===== src/hw/rtl/lprd_pkg.sv =====
// Package for the length-prefixed record deframer.
// Holds the result kinds, op codes, queue word type and default sizes.
// No dependencies.
package lprd_pkg;

    localparam logic [2:0] KIND_RECORD        = 3'd0;
    localparam logic [2:0] KIND_COUNT         = 3'd1;
    localparam logic [2:0] KIND_BAD_LENGTH    = 3'd2;
    localparam logic [2:0] KIND_SHORT         = 3'd3;
    localparam logic [2:0] KIND_CLEAN_END     = 3'd4;
    localparam logic [2:0] KIND_PREMATURE_END = 3'd5;

    localparam logic [15:0] RESET_MAX_LEN = 16'h04FF;
    localparam int QUEUE_DEPTH = 4;

    localparam logic [0:0] OP_DATA = 1'b0;
    localparam logic [0:0] OP_END  = 1'b1;

    typedef struct packed {
        logic       op;
        logic [7:0] data_byte;
        logic       last;
        logic [3:0] pkt_pos;
        logic       in_header;
    } lprd_entry_t;

endpackage


===== src/hw/rtl/length_prefixed_record_deframer_top.sv =====
// Top level of the length-prefixed record deframer with its register port.
// Depends on lprd_pkg, lprd_front, lprd_fifo and lprd_back.
//
// The s_ channel carries one word per received byte: tdata is the byte,
// tlast marks the final byte of a packet and tuser[0] set means end of
// stream (tdata and tlast are then ignored). The first packet is the header;
// when it is nine bytes long its bytes 4 to 7 come out as the expected
// count. All later bytes form records, each a 4-byte little-endian length
// and a body, and every record yields one word on the m_ channel with its
// address and port. Errors and end of stream yield one final word and halt
// the block until reset.
// The block takes one word per cycle while the queue between the parsing
// front end and the back end has room; it absorbs short stalls. A word
// causing a result is queued and then registered before m_tvalid rises. A
// synchronous reset clears the parser and the queue and sets max_record_len
// to 1279. When the receiver holds m_tready low, the result register holds,
// and s_tready falls once the queue fills. max_record_len lies at byte
// address 0; the user must see it is written only while idle, unenforced.
module length_prefixed_record_deframer_top
    import lprd_pkg::*;
#(
    parameter int QDEPTH = QUEUE_DEPTH
) (
    input  logic        aclk,
    input  logic        aresetn,
    input  logic        s_tvalid,
    output logic        s_tready,
    input  logic [7:0]  s_tdata,    // data_byte[7:0]
    input  logic        s_tlast,
    input  logic [0:0]  s_tuser,    // op[0]
    output logic        m_tvalid,
    input  logic        m_tready,
    output logic [79:0] m_tdata,    // address[31:0], port[47:32], value[79:48]
    output logic [2:0]  m_tuser,    // kind[2:0]
    input  logic        psel,
    input  logic        penable,
    input  logic        pwrite,
    input  logic [2:0]  paddr,
    input  logic [31:0] pwdata,
    output logic [31:0] prdata,
    output logic        pready
);

    logic [15:0] max_len_reg;
    logic        q_push, q_ready, q_valid, q_pop;
    lprd_entry_t q_in, q_out;

    assign pready = 1'b1;
    assign prdata = (paddr[2] == 1'b0) ? {16'd0, max_len_reg} : 32'd0;

    always_ff @(posedge aclk) begin
        if (!aresetn) begin
            max_len_reg <= RESET_MAX_LEN;
        end else if (psel && penable && pwrite && pready && paddr[2] == 1'b0) begin
            max_len_reg <= pwdata[15:0];
        end
    end

    lprd_front u_front (
        .aclk     (aclk),
        .aresetn  (aresetn),
        .s_tvalid (s_tvalid),
        .s_tready (s_tready),
        .s_tdata  (s_tdata),
        .s_tlast  (s_tlast),
        .s_tuser  (s_tuser),
        .q_push   (q_push),
        .q_ready  (q_ready),
        .q_data   (q_in)
    );

    lprd_fifo #(
        .DEPTH (QDEPTH)
    ) u_fifo (
        .aclk       (aclk),
        .aresetn    (aresetn),
        .push       (q_push),
        .push_ready (q_ready),
        .push_data  (q_in),
        .pop_valid  (q_valid),
        .pop        (q_pop),
        .pop_data   (q_out)
    );

    lprd_back u_back (
        .aclk     (aclk),
        .aresetn  (aresetn),
        .max_len  (max_len_reg),
        .q_valid  (q_valid),
        .q_pop    (q_pop),
        .q_data   (q_out),
        .m_tvalid (m_tvalid),
        .m_tready (m_tready),
        .m_tdata  (m_tdata),
        .m_tuser  (m_tuser)
    );

endmodule


===== src/hw/rtl/lprd_front.sv =====
// Front end of the deframer: accepts input words and tags each with its
// packet position and header phase. Depends on lprd_pkg.
module lprd_front
    import lprd_pkg::*;
(
    input  logic        aclk,
    input  logic        aresetn,
    input  logic        s_tvalid,
    output logic        s_tready,
    input  logic [7:0]  s_tdata,
    input  logic        s_tlast,
    input  logic [0:0]  s_tuser,
    output logic        q_push,
    input  logic        q_ready,
    output lprd_entry_t q_data
);

    logic [3:0] pkt_pos_reg, pkt_pos_next;
    logic       hdr_done_reg, hdr_done_next;

    assign s_tready = q_ready;
    assign q_push   = s_tvalid && q_ready;

    always_comb begin
        q_data.op        = s_tuser[0];
        q_data.data_byte = s_tdata;
        q_data.last      = s_tlast;
        q_data.pkt_pos   = pkt_pos_reg;
        q_data.in_header = !hdr_done_reg;
    end

    always_comb begin
        pkt_pos_next  = pkt_pos_reg;
        hdr_done_next = hdr_done_reg;
        if (q_push && s_tuser[0] == OP_DATA) begin
            if (s_tlast) begin
                pkt_pos_next  = 4'd0;
                hdr_done_next = 1'b1;
            end else if (pkt_pos_reg != 4'd15) begin
                pkt_pos_next = pkt_pos_reg + 4'd1;
            end
        end
    end

    always_ff @(posedge aclk) begin
        if (!aresetn) begin
            pkt_pos_reg  <= 4'd0;
            hdr_done_reg <= 1'b0;
        end else begin
            pkt_pos_reg  <= pkt_pos_next;
            hdr_done_reg <= hdr_done_next;
        end
    end

endmodule


===== src/hw/rtl/lprd_fifo.sv =====
// Short queue between the front and back ends of the deframer.
// Depends on lprd_pkg for the queue word type.
module lprd_fifo
    import lprd_pkg::*;
#(
    parameter int DEPTH = QUEUE_DEPTH
) (
    input  logic        aclk,
    input  logic        aresetn,
    input  logic        push,
    output logic        push_ready,
    input  lprd_entry_t push_data,
    output logic        pop_valid,
    input  logic        pop,
    output lprd_entry_t pop_data
);

    localparam int AW = (DEPTH > 1) ? $clog2(DEPTH) : 1;
    localparam int CW = $clog2(DEPTH + 1);

    lprd_entry_t     mem [DEPTH];
    logic [AW-1:0]   wr_ptr_reg, rd_ptr_reg;
    logic [CW-1:0]   count_reg;
    logic            do_push, do_pop;

    assign push_ready = count_reg != CW'(DEPTH);
    assign pop_valid  = count_reg != '0;
    assign pop_data   = mem[rd_ptr_reg];
    assign do_push    = push && push_ready;
    assign do_pop     = pop && pop_valid;

    always_ff @(posedge aclk) begin
        if (do_push) begin
            mem[wr_ptr_reg] <= push_data;
        end
    end

    always_ff @(posedge aclk) begin
        if (!aresetn) begin
            wr_ptr_reg <= '0;
            rd_ptr_reg <= '0;
            count_reg  <= '0;
        end else begin
            if (do_push) begin
                wr_ptr_reg <= (wr_ptr_reg == AW'(DEPTH - 1)) ? '0 : wr_ptr_reg + 1'b1;
            end
            if (do_pop) begin
                rd_ptr_reg <= (rd_ptr_reg == AW'(DEPTH - 1)) ? '0 : rd_ptr_reg + 1'b1;
            end
            if (do_push && !do_pop) begin
                count_reg <= count_reg + 1'b1;
            end else if (!do_push && do_pop) begin
                count_reg <= count_reg - 1'b1;
            end
        end
    end

endmodule


===== src/hw/rtl/lprd_back.sv =====
// Back end of the deframer: parses header and records from queued words
// and holds the result register. Depends on lprd_pkg.
module lprd_back
    import lprd_pkg::*;
(
    input  logic        aclk,
    input  logic        aresetn,
    input  logic [15:0] max_len,
    input  logic        q_valid,
    output logic        q_pop,
    input  lprd_entry_t q_data,
    output logic        m_tvalid,
    input  logic        m_tready,
    output logic [79:0] m_tdata,
    output logic [2:0]  m_tuser
);

    logic        halted_reg, halted_next;
    logic [16:0] pos_reg, pos_next;
    logic [31:0] len_reg, len_next;
    logic [31:0] addr_reg, addr_next;
    logic [15:0] port_reg, port_next;
    logic [31:0] count_reg, count_next;
    logic [31:0] total_reg, total_next;

    logic        out_valid_reg, out_valid_next;
    logic [2:0]  out_kind_reg, out_kind_next;
    logic [31:0] out_addr_reg, out_addr_next;
    logic [15:0] out_port_reg, out_port_next;
    logic [31:0] out_value_reg, out_value_next;

    logic        fire;
    logic        short_pkt;
    logic        bad;
    logic        done;
    logic [16:0] idx;

    assign fire     = q_valid && (!out_valid_reg || m_tready);
    assign q_pop    = fire;
    assign m_tvalid = out_valid_reg;
    assign m_tuser  = out_kind_reg;
    assign m_tdata  = {out_value_reg, out_port_reg, out_addr_reg};

    always_comb begin
        halted_next    = halted_reg;
        pos_next       = pos_reg;
        len_next       = len_reg;
        addr_next      = addr_reg;
        port_next      = port_reg;
        count_next     = count_reg;
        total_next     = total_reg;
        out_valid_next = out_valid_reg && !m_tready;
        out_kind_next  = out_kind_reg;
        out_addr_next  = out_addr_reg;
        out_port_next  = out_port_reg;
        out_value_next = out_value_reg;
        short_pkt      = q_data.last && (q_data.pkt_pos < 4'd3);
        bad            = 1'b0;
        done           = 1'b0;
        idx            = pos_reg - 17'd4;

        if (fire && !halted_reg) begin
            if (q_data.op == OP_END) begin
                halted_next    = 1'b1;
                out_valid_next = 1'b1;
                out_kind_next  = (pos_reg != '0) ? KIND_PREMATURE_END : KIND_CLEAN_END;
                out_addr_next  = '0;
                out_port_next  = '0;
                out_value_next = total_reg;
            end else if (q_data.in_header) begin
                if (q_data.pkt_pos == 4'd0) begin
                    count_next = '0;
                end
                if (q_data.pkt_pos[3:2] == 2'b01) begin
                    count_next[8*q_data.pkt_pos[1:0] +: 8] = q_data.data_byte;
                end
                if (q_data.last && q_data.pkt_pos == 4'd8) begin
                    out_valid_next = 1'b1;
                    out_kind_next  = KIND_COUNT;
                    out_addr_next  = '0;
                    out_port_next  = '0;
                    out_value_next = count_next;
                end
            end else begin
                if (pos_reg < 17'd4) begin
                    if (pos_reg == '0) begin
                        len_next  = '0;
                        addr_next = '0;
                        port_next = '0;
                    end
                    len_next[8*pos_reg[1:0] +: 8] = q_data.data_byte;
                    bad = (pos_reg == 17'd3) &&
                          (len_next == '0 || len_next > {16'd0, max_len});
                end else begin
                    if (idx < 17'd4) begin
                        addr_next[8*(2'd3 - idx[1:0]) +: 8] = q_data.data_byte;
                    end else if (idx == 17'd4) begin
                        port_next[7:0] = q_data.data_byte;
                    end else if (idx == 17'd5) begin
                        port_next[15:8] = q_data.data_byte;
                    end
                    done = ({15'd0, idx} + 32'd1) == len_reg;
                end

                if (short_pkt) begin
                    halted_next    = 1'b1;
                    out_valid_next = 1'b1;
                    out_kind_next  = KIND_SHORT;
                    out_addr_next  = '0;
                    out_port_next  = '0;
                    out_value_next = '0;
                end else if (bad) begin
                    halted_next    = 1'b1;
                    out_valid_next = 1'b1;
                    out_kind_next  = KIND_BAD_LENGTH;
                    out_addr_next  = '0;
                    out_port_next  = '0;
                    out_value_next = '0;
                end else if (done) begin
                    pos_next       = '0;
                    total_next     = (total_reg != 32'hFFFF_FFFF) ? total_reg + 32'd1
                                                                  : total_reg;
                    out_valid_next = 1'b1;
                    out_kind_next  = KIND_RECORD;
                    out_addr_next  = addr_next;
                    out_port_next  = port_next;
                    out_value_next = '0;
                end else begin
                    pos_next = pos_reg + 17'd1;
                end
            end
        end
    end

    always_ff @(posedge aclk) begin
        if (!aresetn) begin
            halted_reg    <= 1'b0;
            pos_reg       <= '0;
            total_reg     <= '0;
            out_valid_reg <= 1'b0;
        end else begin
            halted_reg    <= halted_next;
            pos_reg       <= pos_next;
            total_reg     <= total_next;
            out_valid_reg <= out_valid_next;
        end
    end

    always_ff @(posedge aclk) begin
        len_reg       <= len_next;
        addr_reg      <= addr_next;
        port_reg      <= port_next;
        count_reg     <= count_next;
        out_kind_reg  <= out_kind_next;
        out_addr_reg  <= out_addr_next;
        out_port_reg  <= out_port_next;
        out_value_reg <= out_value_next;
    end

endmodule


===== config.mk =====
export PLATFORM = sky130hd
export DESIGN_NAME = length_prefixed_record_deframer_top
export DESIGN_NICKNAME = d
export VERILOG_FILES = /design/src/hw/rtl/lprd_pkg.sv /design/src/hw/rtl/length_prefixed_record_deframer_top.sv /design/src/hw/rtl/lprd_front.sv /design/src/hw/rtl/lprd_fifo.sv /design/src/hw/rtl/lprd_back.sv
export SDC_FILE = /design/constraint.sdc
export NUM_CORES = 1
export LEC_CHECK = 0
export BUFFER_PORTS_ARGS = -buffer_cell sky130_fd_sc_hd__buf_2
export CORE_MARGIN = 4
export CORE_UTILIZATION = 49
export CTS_CLUSTER_DIAMETER = 80
export DETAILED_ROUTE_END_ITERATION = 16
export PLACE_DENSITY = 0.68
export SYNTH_ARGS = -nofsm -noshare
export SYNTH_HDL_FRONTEND = slang
export SYNTH_SLANG_ARGS = --single-unit
export TNS_END_PERCENT = 30

===== constraint.sdc =====
create_clock -name aclk -period 7.33 [get_ports aclk]
set_input_delay 1.0995 -clock aclk [delete_from_list [all_inputs] [get_ports aclk]]
set_output_delay 1.0995 -clock aclk [all_outputs]
set_load 0.01 [all_outputs]

==> summary.txt <==
Clock network
  • Max Buffers Root-to-Sink: 3
  • CTS buffer count: 36
  • CTS root buffer: clkbuf_16
  • CTS tree: done
  • Clock slew seen by the registers of the worst setup and hold paths: 60 ps
  • Post-CTS Setup Bufs: 0
  • Clock sinks: between 300 and 400
  • Post-CTS Hold Buffers: 0
  • Post-CTS Resized: 0
  • H-tree levels: 2
  • Worst-skew pair later-pin latency: 520 ps

Finish
  • Max reg flops: 60
  • Layout area overhead: 14.3%
  • Filler cells: between 2000 and 3000
  • Non-Filler Instances: roughly 2000
  • Diode count: 0
  • Fraction of layout cells with a size suffix above 1: approximately 16%
  • Post-route cell area: 18300 µm²
  • Nets: about 1600
  • Largest Register: u_fifo.mem

Logic synthesis
  • Synth top cells by count: 255 x edfxtp_1, 153 x nand2_1, 97 x a22o_1
  • Area leader, netlist: edfxtp_1
  • Synth Flop Type: edfxtp_1
  • Yosys warns: 0
  • Mapped cell area: approximately 16000 µm²
  • EDFF count, synth: approximately 260
  • Yosys reg bits: around 340
  • Syn Inst Count: ~1400
  • Ranking of synthesized cells by area: edfxtp_1 48%, dfxtp_1 10%, a22o_1 5.3%
  • Post-synthesis cell type count: 76
  • FFs w/ async S/R, synth: 0%
  • Avg Inst Size Synth: between 10 and 15 µm²
  • Dominant cell by count in the synthesized netlist: edfxtp_1
  • Share of the synthesized area in the top cell type: between 40% and 50%
  • Sequential share of the synthesized area: between 50% and 60%

Power
  • Power density over the cells: ~400 nW/µm²
  • Maximum vdd drop: ~0.00024 V
  • Final Power: ~0.0073 W
  • Leak: a little under 7 nW

Critical path
  • Worst path bufs/invs: 4
  • Worst path max stage delay: 620 ps
  • Critical Path AT: 6260 ps
  • Crit path capture type: flop
  • Startpoint class of the critical path: flop
  • Crit path max fanout: 36
  • Crit-path most repeated cell: ha_1
  • Critical path's slowest cell: clkinv_2
  • Crit Path Class: reg2reg
  • Critical Path, Cell by Cell: inv_1 -> ha_1 -> clkinv_1 -> nor3_1 -> nand2_1 -> o2bb2ai_1 -> ha_1 -> a21o_1 -> a21oi_1 -> nor2b_1 -> o31a_1 -> nor4_1 -> a21oi_4 -> o221ai_1 -> clkinv_2 -> buf_4
  • Largest delay share family, worst path: compound AO/OA/AOI/OAI gates
  • Req. time, crit path: 7570 ps

Status
  • Outcome: finished clean

Placement
  • PortBufs: 134
  • Pre-CTS setup slack: ~1300 ps
  • Placed Area: 17000 µm²
  • Gp weighted congestion: slightly below 0.9
  • Dpl cells: approximately 1900
  • DP Wirelength: roughly 26000 µm

Global routing
  • Grt total ovfl: 0
  • All-Layer GR Usage: between 20% and 30%
  • First-pass GRT wire length: 60600 µm
  • Vias in the first global route: about 11000
  • Pin count of the biggest net entering global routing: a little under 50
  • Initial antenna violation count: 0

STA
  • Slew HR: between 20% and 30%
  • Final setup viols: 0
  • RSZ-0062 raised after global routing: no
  • Slew @ Worst Pin: around 1200 ps
  • Fin crit share: approximately 80%
  • Fin. Hold Viols: 0
  • Fin. max-slew vios: 0
  • TNS Setup: 0 ps
  • Max Clock Freq: 166 MHz
  • Tmin final: roughly 6000 ps
  • Setup Skew: 17.2 ps
  • Setup slack after layout: roughly 1300 ps

Drt
  • Avg WL per Cell: just under 20 µm
  • # DRC: 0
  • Post-DRT Antenna Nets: 0
  • Routed vias: roughly 11000
  • WL final: 38100 µm
  • DRT Pass-1 Iters: 5
  • Initial DRC Count: 1247
  • Vias per cell: ~5.8

Hold path
  • Worst min-delay path category: reg2reg

Floorplan
  • Die area: 35600 µm²
  • Core Area: approximately 32000 µm²
  • Chip width: ~190 µm
  • Die Y: between 150 and 200 µm
  • I/O pins: between 150 and 200
  • Std-Cell Rows: 65
  • Initial Utilization: between 50% and 60%

Flow run
  • Max Cap Viol: 0
-- worst reg2reg max path, cell delays in order (launching register included) --
cell and delay, ps:
dfxtp_1 440, inv_1 180, ha_1 400, clkinv_1 350, nor3_1 470, nand2_1 270
o2bb2ai_1 450, ha_1 340, a21o_1 160, a21oi_1 140, nor2b_1 60, o31a_1 330
nor4_1 430, a21oi_4 250, o221ai_1 380, clkinv_2 620, buf_4 490
-- metal layers --
layer  global-route usage, %  vias to the layer above  part of all wire [%]
met5                       0                        -                     0
met4                    4.85                        0                   1.9
met3                    3.41                       60                   7.5
met2                    30.9                      470                    43
met1                    33.0                     5528                    47
li1                        -                     5413                     -
-- stage by stage --
stage,hold WS [ps],util [%]
global route,472,57.4
finish,453,57.4
floorplan,436,-
CTS,453,57.4
global placement,442,53.4
detailed placement,446,53.4
-- power breakdown --
group	switching [W]	internal [W]	total [W]
combinational	0.00165	0.000771	0.00242
sequential	0.000173	0.00274	0.00291
clock	0.000753	0.00120	0.00195
total	0.00258	0.00471	0.00729
-- final timing paths --
| kind | start | cells after the start | to | slack [ps] |
|---|---|---|---|---|
| min | max_len_reg[8]$_SDFFE_PN0P_ | 2 | max_len_reg[8]$_SDFFE_PN0P_ | 450 |
| max reg2reg | u_back.pos_reg[0]$_SDFFE_PN0P_ | 16 | u_back.out_port_reg[5]$_SDFFCE_PP0P_ | 1310 |
| max | u_back.pos_reg[0]$_SDFFE_PN0P_ | 16 | u_back.out_port_reg[5]$_SDFFCE_PP0P_ | 1310 |
| min reg2reg | max_len_reg[8]$_SDFFE_PN0P_ | 2 | max_len_reg[8]$_SDFFE_PN0P_ | 450 |
-- kinds of logic after synthesis --
group,share of synthesized area (%)
and+or+nand+nor,15.3
xor gates and xnor gates,3.91
DFF,57.9
adders and majority gates,3.17
buffers and inverters,3.93
other,0.0469
muxes,2.61
AOI/OAI and AO/OA,13.1
-- cell type report --
class,instances,area [µm²],area share [%]
Clock buffer,43,970,5.30
Clock inverter,22,315,1.72
Inverter,52,196,1.07
Multi-Input combinational cell,925,6200,33.9
Sequential cell,336,9280,50.7
Tap cell,435,544,2.97
Timing Repair Buffer,150,791,4.32
-- cells in the final DEF (no fill, tap or decap), drive strengths merged, types with 9 or more instances in the layout --
cell type	Yosys	routed
a21oi	76	76
nand2b	13	13
nand4	16	16
nor2	93	93
nor4	30	30
nand3	50	50
or3	12	12
xnor2	41	41
and3	16	16
dfxtp	81	81
conb	2	17
ha	39	39
clkinv	2	14
nor3	36	36
edfxtp	255	255
a211oi	9	9
inv	50	50
buf	31	150
or4	17	17
nand2	154	154
o21ai	27	27
a22o	97	97
xor2	20	20
o31ai	14	14
nor2b	30	30
clkbuf	59	43
mux4	15	15
o211ai	11	11
Power figures use the tool's default switching activity.
